==> config.mk <==
export PLATFORM = sky130hd
export DESIGN_NAME = armv4_instruction_decoder
export DESIGN_NICKNAME = d
export VERILOG_FILES = /design/src/rtl/a4dec_pkg.sv /design/src/rtl/a4dec_classify.sv /design/src/rtl/a4dec_extract.sv /design/src/rtl/a4dec_finish.sv /design/src/rtl/armv4_instruction_decoder.sv
export SDC_FILE = /design/constraint.sdc
export NUM_CORES = 1
export LEC_CHECK = 0
export ABC_AREA = 1
export BUFFER_PORTS_ARGS = -buffer_cell sky130_fd_sc_hd__clkbuf_2
export CAP_MARGIN = 20
export CORE_MARGIN = 2
export CORE_UTILIZATION = 40
export DETAILED_ROUTE_END_ITERATION = 6
export REMOVE_ABC_BUFFERS = 1
export SYNTH_ARGS = -nofsm -noshare
export SYNTH_HDL_FRONTEND = slang
export SYNTH_SLANG_ARGS = --single-unit
==> constraint.sdc <==
create_clock -name clk -period 6.25 [get_ports clk]
set_clock_uncertainty 0.15 [all_clocks]
set_input_delay 0.625 -clock clk [delete_from_list [all_inputs] [get_ports clk]]
set_output_delay 0.625 -clock clk [all_outputs]
set_load 0.02 [all_outputs]
==> src/rtl/a4dec_pkg.sv <==
// shared types, constants and class codes for the arm-state instruction decoder
// no dependencies; imported by every stage module and the top level
`default_nettype none

package a4dec_pkg;

    // instruction class codes as they appear on the result
    localparam logic [5:0] CLS_MUL   = 6'd16;
    localparam logic [5:0] CLS_MLA   = 6'd17;
    localparam logic [5:0] CLS_UMULL = 6'd18;
    localparam logic [5:0] CLS_B     = 6'd22;
    localparam logic [5:0] CLS_BL    = 6'd23;
    localparam logic [5:0] CLS_BX    = 6'd24;
    localparam logic [5:0] CLS_LDR   = 6'd25;
    localparam logic [5:0] CLS_STR   = 6'd26;
    localparam logic [5:0] CLS_LDRH  = 6'd27;
    localparam logic [5:0] CLS_STRH  = 6'd28;
    localparam logic [5:0] CLS_LDRSB = 6'd29;
    localparam logic [5:0] CLS_LDRSH = 6'd30;
    localparam logic [5:0] CLS_LDM   = 6'd31;
    localparam logic [5:0] CLS_STM   = 6'd32;
    localparam logic [5:0] CLS_SWP   = 6'd33;
    localparam logic [5:0] CLS_SWPB  = 6'd34;
    localparam logic [5:0] CLS_MRS   = 6'd35;
    localparam logic [5:0] CLS_MSR   = 6'd36;
    localparam logic [5:0] CLS_SWI   = 6'd37;
    localparam logic [5:0] CLS_UNDEF = 6'd38;

    // halfword sh field codes
    localparam logic [1:0] SH_H  = 2'd1;
    localparam logic [1:0] SH_SB = 2'd2;
    localparam logic [1:0] SH_SH = 2'd3;

    // bit positions within the flag field
    localparam int FL_S  = 0;
    localparam int FL_I  = 1;
    localparam int FL_P  = 2;
    localparam int FL_U  = 3;
    localparam int FL_B  = 4;
    localparam int FL_W  = 5;
    localparam int FL_L  = 6;
    localparam int FL_R  = 7;
    localparam int FL_SR = 8;

    // matching masks and patterns of the miscellaneous group
    localparam logic [31:0] BX_MASK      = 32'h0FFF_FFF0;
    localparam logic [31:0] BX_PAT       = 32'h012F_FF10;
    localparam logic [31:0] MRS_MASK     = 32'h0FBF_0FFF;
    localparam logic [31:0] MRS_PAT      = 32'h010F_0000;
    localparam logic [31:0] MSR_REG_MASK = 32'h0FB0_FFF0;
    localparam logic [31:0] MSR_REG_PAT  = 32'h0120_F000;
    localparam logic [31:0] MSR_IMM_MASK = 32'h0FB0_F000;
    localparam logic [31:0] MSR_IMM_PAT  = 32'h0320_F000;

    localparam logic [3:0] LOW4_MUL = 4'd9;
    localparam logic [3:0] NIB_SWI  = 4'hF;

    localparam int IN_W  = 32;
    localparam int OUT_W = 96;

    // instruction format found by the first stage
    typedef enum logic [3:0] {
        FMT_UNDEF,
        FMT_BX,
        FMT_MRS,
        FMT_MSR,
        FMT_MUL,
        FMT_MULL,
        FMT_SWP,
        FMT_HALF,
        FMT_DP,
        FMT_SINGLE,
        FMT_BRANCH,
        FMT_BLOCK,
        FMT_SWI
    } fmt_t;

    // decoded fields before the immediate rotate
    typedef struct packed {
        logic [5:0]  cls;
        logic [3:0]  cond;
        logic [3:0]  rd;
        logic [3:0]  rn;
        logic [3:0]  rm;
        logic [3:0]  rs;
        logic [31:0] imm;
        logic [3:0]  rot;
        logic [1:0]  skind;
        logic [4:0]  scount;
        logic [8:0]  flags;
        logic [3:0]  mask;
        logic [15:0] list;
    } dec_t;

endpackage

`default_nettype wire

==> src/rtl/a4dec_classify.sv <==
// first pipeline stage: matches the word against the format patterns
// depends on a4dec_pkg
`default_nettype none

module a4dec_classify
(
    input  wire logic                clk,
    input  wire logic                rst_n,
    input  wire logic                in_valid,
    output      logic                in_ready,
    input  wire logic [31:0]         in_word,
    output      logic                out_valid,
    input  wire logic                out_ready,
    output      logic [31:0]         out_word,
    output      a4dec_pkg::fmt_t     out_fmt
);
    import a4dec_pkg::*;

    logic        valid_reg;
    logic [31:0] word_reg;
    fmt_t        fmt_reg;
    fmt_t        fmt_next;
    logic [3:0]  low4;

    assign low4 = in_word[7:4];

    always_comb
    begin
        fmt_next = FMT_UNDEF;
        unique case (in_word[27:26])
            2'd0:
            begin
                if ((in_word & BX_MASK) == BX_PAT)
                    fmt_next = FMT_BX;
                else if ((in_word & MRS_MASK) == MRS_PAT)
                    fmt_next = FMT_MRS;
                else if ((in_word & MSR_REG_MASK) == MSR_REG_PAT ||
                         (in_word & MSR_IMM_MASK) == MSR_IMM_PAT)
                    fmt_next = FMT_MSR;
                else if (low4 == LOW4_MUL && in_word[27:22] == 6'd0)
                    fmt_next = FMT_MUL;
                else if (low4 == LOW4_MUL && in_word[27:23] == 5'd1)
                    fmt_next = FMT_MULL;
                else if (low4 == LOW4_MUL && in_word[27:23] == 5'd2 &&
                         in_word[21:20] == 2'd0 && in_word[11:8] == 4'd0)
                    fmt_next = FMT_SWP;
                else if (in_word[7] && in_word[4] && in_word[6:5] != 2'd0)
                begin
                    // stores only know the unsigned halfword form
                    if (in_word[20] || in_word[6:5] == SH_H)
                        fmt_next = FMT_HALF;
                    else
                        fmt_next = FMT_UNDEF;
                end
                else
                    fmt_next = FMT_DP;
            end
            2'd1:
                fmt_next = (in_word[25] && in_word[4]) ? FMT_UNDEF : FMT_SINGLE;
            2'd2:
                fmt_next = in_word[25] ? FMT_BRANCH : FMT_BLOCK;
            2'd3:
                fmt_next = (in_word[27:24] == NIB_SWI) ? FMT_SWI : FMT_UNDEF;
            default:
                fmt_next = FMT_UNDEF;
        endcase
    end

    assign in_ready = !valid_reg || out_ready;

    always_ff @(posedge clk or negedge rst_n)
    begin
        if (!rst_n)
            valid_reg <= 1'b0;
        else if (in_ready)
            valid_reg <= in_valid;
    end

    always_ff @(posedge clk)
    begin
        if (in_valid && in_ready)
        begin
            word_reg <= in_word;
            fmt_reg  <= fmt_next;
        end
    end

    assign out_valid = valid_reg;
    assign out_word  = word_reg;
    assign out_fmt   = fmt_reg;

endmodule

`default_nettype wire

==> src/rtl/a4dec_extract.sv <==
// second pipeline stage: pulls the register numbers, flags and raw immediate
// out of the word for the format found in the first stage; depends on a4dec_pkg
`default_nettype none

module a4dec_extract
(
    input  wire logic                clk,
    input  wire logic                rst_n,
    input  wire logic                in_valid,
    output      logic                in_ready,
    input  wire logic [31:0]         in_word,
    input  wire a4dec_pkg::fmt_t     in_fmt,
    output      logic                out_valid,
    input  wire logic                out_ready,
    output      a4dec_pkg::dec_t     out_dec
);
    import a4dec_pkg::*;

    logic        valid_reg;
    dec_t        dec_reg;
    dec_t        dec_next;
    logic [31:0] w;

    assign w = in_word;

    always_comb
    begin
        dec_next      = '0;
        dec_next.cls  = CLS_UNDEF;
        dec_next.cond = w[31:28];
        unique case (in_fmt)
            FMT_BX:
            begin
                dec_next.cls = CLS_BX;
                dec_next.rm  = w[3:0];
            end
            FMT_MRS:
            begin
                dec_next.cls       = CLS_MRS;
                dec_next.flags[FL_R] = w[22];
                dec_next.rd        = w[15:12];
            end
            FMT_MSR:
            begin
                dec_next.cls         = CLS_MSR;
                dec_next.flags[FL_R] = w[22];
                dec_next.mask        = w[19:16];
                if (w[25])
                begin
                    dec_next.flags[FL_I] = 1'b1;
                    dec_next.imm         = {24'd0, w[7:0]};
                    dec_next.rot         = w[11:8];
                end
                else
                    dec_next.rm = w[3:0];
            end
            FMT_MUL:
            begin
                dec_next.cls         = w[21] ? CLS_MLA : CLS_MUL;
                dec_next.flags[FL_S] = w[20];
                dec_next.rd          = w[19:16];
                dec_next.rn          = w[15:12];
                dec_next.rs          = w[11:8];
                dec_next.rm          = w[3:0];
            end
            FMT_MULL:
            begin
                dec_next.cls         = CLS_UMULL + {4'd0, w[22:21]};
                dec_next.flags[FL_S] = w[20];
                dec_next.rn          = w[19:16];
                dec_next.rd          = w[15:12];
                dec_next.rs          = w[11:8];
                dec_next.rm          = w[3:0];
            end
            FMT_SWP:
            begin
                dec_next.cls         = w[22] ? CLS_SWPB : CLS_SWP;
                dec_next.flags[FL_B] = w[22];
                dec_next.rn          = w[19:16];
                dec_next.rd          = w[15:12];
                dec_next.rm          = w[3:0];
            end
            FMT_HALF:
            begin
                if (!w[20])
                    dec_next.cls = CLS_STRH;
                else if (w[6:5] == SH_SB)
                    dec_next.cls = CLS_LDRSB;
                else if (w[6:5] == SH_SH)
                    dec_next.cls = CLS_LDRSH;
                else
                    dec_next.cls = CLS_LDRH;
                dec_next.flags[FL_P] = w[24];
                dec_next.flags[FL_U] = w[23];
                dec_next.flags[FL_W] = w[21];
                dec_next.rn          = w[19:16];
                dec_next.rd          = w[15:12];
                if (w[22])
                begin
                    dec_next.flags[FL_I] = 1'b1;
                    dec_next.imm         = {24'd0, w[11:8], w[3:0]};
                end
                else
                    dec_next.rm = w[3:0];
            end
            FMT_DP:
            begin
                dec_next.cls         = {2'd0, w[24:21]};
                dec_next.flags[FL_S] = w[20];
                dec_next.rn          = w[19:16];
                dec_next.rd          = w[15:12];
                if (w[25])
                begin
                    dec_next.flags[FL_I] = 1'b1;
                    dec_next.imm         = {24'd0, w[7:0]};
                    dec_next.rot         = w[11:8];
                end
                else
                begin
                    dec_next.rm    = w[3:0];
                    dec_next.skind = w[6:5];
                    if (w[4])
                    begin
                        dec_next.flags[FL_SR] = 1'b1;
                        dec_next.rs           = w[11:8];
                    end
                    else
                        dec_next.scount = w[11:7];
                end
            end
            FMT_SINGLE:
            begin
                dec_next.cls         = w[20] ? CLS_LDR : CLS_STR;
                dec_next.flags[FL_L] = w[20];
                dec_next.flags[FL_I] = w[25];
                dec_next.flags[FL_P] = w[24];
                dec_next.flags[FL_U] = w[23];
                dec_next.flags[FL_B] = w[22];
                dec_next.flags[FL_W] = w[21];
                dec_next.rn          = w[19:16];
                dec_next.rd          = w[15:12];
                if (w[25])
                begin
                    dec_next.rm     = w[3:0];
                    dec_next.skind  = w[6:5];
                    dec_next.scount = w[11:7];
                end
                else
                    dec_next.imm = {20'd0, w[11:0]};
            end
            FMT_BRANCH:
            begin
                dec_next.cls         = w[24] ? CLS_BL : CLS_B;
                dec_next.flags[FL_L] = w[24];
                dec_next.imm         = {{6{w[23]}}, w[23:0], 2'b00};
            end
            FMT_BLOCK:
            begin
                dec_next.cls         = w[20] ? CLS_LDM : CLS_STM;
                dec_next.flags[FL_L] = w[20];
                dec_next.flags[FL_P] = w[24];
                dec_next.flags[FL_U] = w[23];
                dec_next.flags[FL_S] = w[22];
                dec_next.flags[FL_W] = w[21];
                dec_next.rn          = w[19:16];
                dec_next.list        = w[15:0];
            end
            FMT_SWI:
            begin
                dec_next.cls = CLS_SWI;
                dec_next.imm = {8'd0, w[23:0]};
            end
            default:
            begin
                dec_next.cls = CLS_UNDEF;
            end
        endcase
    end

    assign in_ready = !valid_reg || out_ready;

    always_ff @(posedge clk or negedge rst_n)
    begin
        if (!rst_n)
            valid_reg <= 1'b0;
        else if (in_ready)
            valid_reg <= in_valid;
    end

    always_ff @(posedge clk)
    begin
        if (in_valid && in_ready)
            dec_reg <= dec_next;
    end

    assign out_valid = valid_reg;
    assign out_dec   = dec_reg;

endmodule

`default_nettype wire

==> src/rtl/a4dec_finish.sv <==
// third pipeline stage: rotates the 8-bit immediate and packs the result word
// into the output register; depends on a4dec_pkg
`default_nettype none

module a4dec_finish
(
    input  wire logic                    clk,
    input  wire logic                    rst_n,
    input  wire logic                    in_valid,
    output      logic                    in_ready,
    input  wire a4dec_pkg::dec_t         in_dec,
    output      logic                    out_valid,
    input  wire logic                    out_ready,
    output      logic [a4dec_pkg::OUT_W-1:0] out_data
);
    import a4dec_pkg::*;

    logic             valid_reg;
    logic [OUT_W-1:0] data_reg;
    logic [OUT_W-1:0] data_next;
    logic [4:0]       rot_amt;
    logic [63:0]      imm_dbl;
    logic [63:0]      imm_shr;
    logic [31:0]      imm_final;

    // rotate right by twice the rotate nibble; zero nibble leaves the value
    assign rot_amt   = {in_dec.rot, 1'b0};
    assign imm_dbl   = {in_dec.imm, in_dec.imm};
    assign imm_shr   = imm_dbl >> rot_amt;
    assign imm_final = imm_shr[31:0];

    assign data_next = {2'b00,
                        in_dec.list,
                        in_dec.mask,
                        in_dec.flags,
                        in_dec.scount,
                        in_dec.skind,
                        imm_final,
                        in_dec.rs,
                        in_dec.rm,
                        in_dec.rn,
                        in_dec.rd,
                        in_dec.cond,
                        in_dec.cls};

    assign in_ready = !valid_reg || out_ready;

    always_ff @(posedge clk or negedge rst_n)
    begin
        if (!rst_n)
            valid_reg <= 1'b0;
        else if (in_ready)
            valid_reg <= in_valid;
    end

    always_ff @(posedge clk)
    begin
        if (in_valid && in_ready)
            data_reg <= data_next;
    end

    assign out_valid = valid_reg;
    assign out_data  = data_reg;

endmodule

`default_nettype wire

==> src/rtl/armv4_instruction_decoder.sv <==
// top level of the arm-state (armv4t) instruction decoder: three register stages
// depends on a4dec_pkg, a4dec_classify, a4dec_extract, a4dec_finish
//
//  channel  | direction | payload
//  ---------+-----------+---------------------------------------------------
//  s_t*     | in        | tdata[31:0] instruction word
//  m_t*     | out       | tdata[95:0] decoded instruction, fields below
//
// one instruction word per cycle sustained while m_tready is high; each word passes
// through the stages in order (classify, field extract, immediate rotate and pack)
// the last stage register is the output register, so a result waiting
// on m_tready does not stop the front stages from filling
// m_tready reaches s_tready through the stage ready terms in the same cycle;
// a stage with an empty register keeps taking words, so bubbles close up and
// the input stalls only once all three stages hold a word
// every stage holds its contents under a stall, so nothing is dropped or repeated
// reset clears only the stage valid bits; payload registers are not reset
`default_nettype none

module armv4_instruction_decoder
(
    input  wire logic        clk,
    input  wire logic        rst_n,
    // instruction word transfer
    input  wire logic        s_tvalid,
    output      logic        s_tready,
    input  wire logic [31:0] s_tdata,   // [31:0] instruction_word
    // decoded result transfer
    output      logic        m_tvalid,
    input  wire logic        m_tready,
    output      logic [95:0] m_tdata    // [5:0] insn_class, [9:6] condition_code,
                                        // [13:10] dest_reg, [17:14] base_reg,
                                        // [21:18] operand_reg, [25:22] shift_reg_num,
                                        // [57:26] immediate_value, [59:58] shift_kind,
                                        // [64:60] shift_count, [73:65] flag_bits,
                                        // [77:74] psr_field_mask,
                                        // [93:78] register_list, [95:94] zero
);
    import a4dec_pkg::*;

    // classify -> extract
    logic        c_valid;
    logic        c_ready;
    logic [31:0] c_word;
    fmt_t        c_fmt;

    // extract -> finish
    logic        e_valid;
    logic        e_ready;
    dec_t        e_dec;

    // stage 1: pattern match in the documented priority order
    a4dec_classify u_classify
    (
        .clk       (clk),
        .rst_n     (rst_n),
        .in_valid  (s_tvalid),
        .in_ready  (s_tready),
        .in_word   (s_tdata),
        .out_valid (c_valid),
        .out_ready (c_ready),
        .out_word  (c_word),
        .out_fmt   (c_fmt)
    );

    // stage 2: register numbers, flags and raw immediate per format
    a4dec_extract u_extract
    (
        .clk       (clk),
        .rst_n     (rst_n),
        .in_valid  (c_valid),
        .in_ready  (c_ready),
        .in_word   (c_word),
        .in_fmt    (c_fmt),
        .out_valid (e_valid),
        .out_ready (e_ready),
        .out_dec   (e_dec)
    );

    // stage 3: immediate rotate, pack and hold for the output transfer
    a4dec_finish u_finish
    (
        .clk       (clk),
        .rst_n     (rst_n),
        .in_valid  (e_valid),
        .in_ready  (e_ready),
        .in_dec    (e_dec),
        .out_valid (m_tvalid),
        .out_ready (m_tready),
        .out_data  (m_tdata)
    );

endmodule

`default_nettype wire
# Word level (Yosys, flattened, before mapping)
# Cells that the tools add are included.
totals:
  ff_bits: 231
  inputBits: 36
  out_inout_bits: 98
  elab_cells: 132
classes:
  addsub: 1
  eq_ne: 26
  shifts: 1
  mux: 44
  n_bitwise: 1
  reduce_logical: 36
op_table:
  columns: ["cell", "count"]
  rows:
  - ["case mux 32 bit (5 select lines)", 1]
  - ["case mux 6 bit (12 select lines)", 1]
  - ["right shift 64 x 5 -> 32 bit", 1]
  - ["2-to-1 mux 4 bit", 13]
  - ["equality test 4 bit, second input constant", 7]
  - ["equality test 24 x 21 -> 1 bit, second input constant", 1]
  - ["2-to-1 mux 12 bit", 2]
  - ["2-to-1 mux 8 bit", 3]
  - ["case mux 4 bit (2 select lines)", 3]
  - ["equality test 23 x 20 -> 1 bit, second input constant", 1]
  - ["case mux 4 bit (5 select lines)", 1]
  - ["equality test 19 x 16 -> 1 bit, second input constant", 1]
  - ["2-to-1 mux 6 bit", 3]
  - ["equality test 4 x 3 -> 1 bit, second input constant", 4]
  - ["case mux 4 bit (4 select lines)", 1]
  - ["case mux 7 bit (2 select lines)", 1]
  - ["OR reduction 2 bit", 6]
  - ["OR reduction 6 bit", 2]
  - ["equality test 11 x 9 -> 1 bit, second input constant", 1]
  - ["logical AND 1 bit", 11]
  - ["equality test 2 bit, second input constant", 4]
  - ["equality test 4 x 2 -> 1 bit, second input constant", 2]
  - ["2-to-1 mux 7 bit", 1]
  - ["adder 5 x 2 -> 6 bit, first input constant", 1]
  - ["20 further kinds", 37]

# Longest topological paths before layout
depth:
  depth_word: 11
  mapped_depth: 9
  mapped_depth_nobuf: 9

# Hierarchy
# A second synthesis with hierarchy kept.
unflattened:
  cells_unflattened: 1027
  area_unflattened_um2: 10457.5
modules_own_cells:
  columns: ["module", "instances", "cells_each", "area_each_um2", "seq_area_each_um2"]
  rows:
  - ["a4dec_finish", 1, 455, 4554.4, 2847.7]
  - ["a4dec_extract", 1, 411, 4264.1, 2787.7]
  - ["a4dec_classify", 1, 161, 1639.1, 1106.1]

# Worst setup path before layout
# No wires, ideal clock.
synth_timing:
  kind: "input -> register"
  startpoint: "in m_tready"
  endpoint: "reg u_finish.data_reg[0] (netlist: u_finish.out_data[0]) (enable)"
  arrival_ns: 5.181
  t_required_ns: 5.522
  slack_ns: 0.342
  path_stages: 2
  n_path_buf: 0
  cell_sequence: "inv_1 a21oi_1"
synth_between:
  elab_chain_cells: 2
synth_rtl:
  columns: ["element", "line_no", "source"]
  rows:
  - ["start: declaration", "armv4_instruction_decoder.sv:30", "input wire logic m_tready,"]
  - ["logical OR 1 bit", "a4dec_finish.sv:46", "assign in_ready = !valid_reg || out_ready;"]
  - ["logical AND 1 bit", "a4dec_finish.sv:58", "if (in_valid && in_ready)"]
  - ["end signal: assignment", "a4dec_finish.sv:59", "data_reg <= data_next;"]
  - ["end: declaration", "a4dec_finish.sv:19", "logic [OUT_W-1:0] data_reg;"]
# No other way between the ends.
# A chain may end at the register's enable or synchronous reset.

# Worst setup path after layout
layout_timing:
  startpoint: "reg u_extract.dec_reg (netlist bit u_extract.out_dec[38])"
  endpoint: "reg u_finish.data_reg[38] (netlist: u_finish.out_data[38]) (data pin)"
layout_between:
  elab_chain_cells: 1
layout_rtl:
  columns: ["element", "line_no", "source"]
  rows:
  - ["start: declaration", "a4dec_extract.sv:20", "dec_t dec_reg;"]
  - ["start signal: assignment", "a4dec_extract.sv:193", "dec_reg <= dec_next;"]
  - ["right shift 64 x 5 -> 32 bit", "a4dec_finish.sv:29", "assign imm_shr = imm_dbl >> rot_amt;"]
  - ["net u_finish.imm_shr[12]", "a4dec_finish.sv:23", "logic [63:0] imm_shr;"]
# The timed path passes the listed nets, and every way through them passes these cells.

==> impl_results.md <==
* CTS Buffer Depth at 3
* Crit path largest cell delay at around 1.0 ns
* Die area at ~26000 um2
* Boundary pin count at 134
* Total power at around 4.6 mW
* Slowest CP cell: edfxtp_1
* Avg Inst Size Synth at between 10 and 15 um2
* Drt total wl at roughly 21000 um
* Clk_lat worst skew at 0.52 ns
* Worst Path Arrival at ~2.8 ns
* Routed WL per cell at approximately 15 um
* Worst Setup End Kind: flop
* Fmax at around 0.38 GHz
* Switching share of power at 30.4%
* Critical path's top delay family: flip-flops
* Num Clock Sinks at 223
* Static leakage at roughly 4.8 nW
* Drt first pass iters at 5
* Post-Route Setup TNS at 0 ns
* Syn-to-layout area delta at 18.3%
* Unique cell type count in the Yosys netlist at 34
* Pin count of the biggest net entering global routing at between 50 and 60
* Setup Fix Bufs, Post-CTS at 0
* Worst Setup SP: u_extract.out_dec[38]
* First-pass GRT wire length at roughly 33000 um
* RePlAce Congestion at 0.893
* Final Cycle Share at 42.7%
* Simple-Gate Fraction of Synth Area at between 10% and 20%
* Root buf cell: clkbuf_16
* Starting density of the core at slightly above 40%
* DRC errors left at 0
* Outcome: finished clean
* Hold Fails Final Rpt at 0
* Post-synth EDFFs at between 200 and 250
* Crit path kind: flop to flop
* CTS tree: built
* Die Y at between 150 and 200 um
* Hold_sp: s_tdata[28]
* Warning count from the yosys run at 0
* Startpoint types: flop
* Sequential share of power at roughly 48%
* Vias in the first global route at 6146
* Critical Path Fanout Max at 34
* Combinational Power Share at 21.2%
* Main combinational cell family by area after synthesis: simple AND/OR/NAND/NOR gates
* RSZ-0062 raised after global routing: no
* Hold crit path type: input pin to flop
* Antenna cell count at 0
* Hold slack at between 0.1 and 0.15 ns
* Setup-failing EPs final at 0
* Iteration-0 DRC Markers at 432
* Worst R2R Start: u_extract.out_dec[38]
* Hpwl dp at between 15000 and 20000 um
* Worst Path Buf+Inv at 1
* Worst relative slew slack at about a third
* CTS Buf Count at 24
* Global Route Usage Sum at approximately 16%
* Maxcap violations at 0
* Number of port buffers at 131
* Internal power at about 3.2 mW
* Initial antenna violation count at 0
* Clk pin slew, worst setup/hold paths at about 0.060 ns
* Post-synthesis mux area share at 0%
* Post-synthesis cell area at roughly 9700 um2
* Maximum vdd drop at 189 uV
* Final nets at roughly 1100
* XOR/XNOR Fraction of Synth Area at 0%
* Measured slew at the worst slew-check pin at 1.01 ns
* Grt ovf at 0
* DRT antenna net count at 0
* Synth async-reset ratio at around 1.3%
* Clk network pwr share at between 30 and 40%
* PwrDens at 401 nW/um2
* CP most frequent cell: nand2_1
* Crit path time final at about 2.7 ns
* #FFs+latches synth at 223
* Synthesized instance count at about 900
* Vias post-DR at 6686
* Die Span X at ~160 um
* CTS H-Tree Depth at 1
* Critical path data required time at between 6 and 7 ns
* Synth Area in Compound Gates at around 6.6%
* Share of cells above drive strength 1 at between 20% and 30%
* DR vias/cell at roughly 4.9
* Number of fill cells at between 2000 and 2500
* Post-Synth Adder-Cell Area at 0%
* P_sw at ~1.4 mW
* Top_reg_cell synth: edfxtp_1
* Seq/Total Area, Yosys at approximately 69%
* Max-slew violation count at 0
* Core ar. at between 20000 and 25000 um2
* Worst path cell trace: inv_1, nand3_1, o21ai_1, nand2_1, nand2_1
* Core Rows at 56
registers in the layout, indices dropped and copies added (netlist names):
register,cells
u_finish.out_data,94
u_extract.out_dec,92
u_classify.out_word,30
u_classify.out_fmt,4
u_classify.out_valid,1
u_extract.out_valid,1
u_finish.out_valid,1
layout make-up:
cell class              instances  area (um2)  area share [%]
repair buffers                137         703            6.13
flip-flops and latches        223        6680            58.3
multi-input cells             558        2540            22.2
well taps                     319         399            3.48
clock inverters                18         203            1.77
inverters                      88         332            2.89
clock buffers                  26         608            5.30
metal layers:
metal	up-vias	wire length, um	track usage [%]
met5	-	0	0
li1	3356	-	-
met3	21	1300	3.14
met4	0	275	3.93
met2	199	10400	27.9
met1	3110	9020	20.9
timing repair:
| action | CTS | global route |
|---|---|---|
| hold buffers | 1 | 0 |
| resized for setup | 0 | 0 |
| endpoints found under the hold margin | 3 | 0 |
cells in the final DEF (no fill, tap or decap), types with 12 or more instances in the layout:
| cell type | netlist | layout |
|---|---|---|
| clkbuf_16 | 0 | 24 |
| inv_1 | 77 | 76 |
| o22ai_1 | 31 | 31 |
| edfxtp_1 | 220 | 220 |
| nand3_1 | 60 | 60 |
| clkbuf_2 | 0 | 131 |
| nand2_1 | 237 | 237 |
| o21ai_0 | 35 | 35 |
| nor2_1 | 102 | 102 |
| o21ai_1 | 20 | 20 |
| a21oi_1 | 13 | 12 |
through the flow:
step	utilization, %	instance area [um2]	std cells	setup slack [ns]
floorplan	-	9540	869	0.342
global placement	45.1	10600	1324	3.32
detailed placement	45.1	10600	1324	3.32
CTS	48.6	11500	1369	3.62
global route	48.6	11500	1369	3.29
finish	48.6	11500	1369	3.58
worst register-to-register path: stages (launching register included):
cell      delay [ns]
edfxtp_1        1.01
inv_1           0.72
nand3_1         0.25
o21ai_1         0.11
nand2_1         0.10
nand2_1         0.07
power by group through the flow:
| stage | registers [mW] | clock network [mW] | logic, mW |
|---|---|---|---|
| floorplan | 2.42 | 0 | 0.454 |
| global placement | 2.22 | 0 | 0.979 |
| finish | 2.19 | 1.43 | 0.973 |
| detailed placement | 2.22 | 0 | 0.985 |
| CTS | 2.19 | 1.47 | 0.988 |
| global route | 2.22 | 1.53 | 1.08 |
final timing paths:
path                            depth (start not counted)  slack [ns]                       to
worst max-delay path                                    5        3.58    u_finish.out_data[38]
worst min-delay path                                    1        0.13  u_classify.out_word[28]
worst max register to register                          5        3.58    u_finish.out_data[38]
worst min register to register                          0        0.26    u_finish.out_data[64]
max in group asynchronous                               2        5.56      u_extract.out_valid
min in group asynchronous                               2        0.28       u_finish.out_valid
synthesized netlist by cell type (all sizes together) (4+ instances only):
cell,instances,area share [%]
nand3,60,3.1
o21ai,56,2.9
nor2,109,4.6
a21oi,13,0.67
o21bai,4,0.31
clkbuf,13,0.50
nand4,5,0.32
edfxtp,220,68
or2,13,0.84
o211ai,4,0.31
buf,20,1.1
nor3,8,0.62
inv,88,3.4
o22ai,31,2.0
nand2,242,9.5
cell families (layout without fill, tap and decap cells):
kind of cell	count (synthesis)	after routing
simple gates	443	443
flops	223	223
buf+inv	121	269
compound gates	113	113
other cells	1	2
No activity file was read; power rests on OpenSTA's default activity.
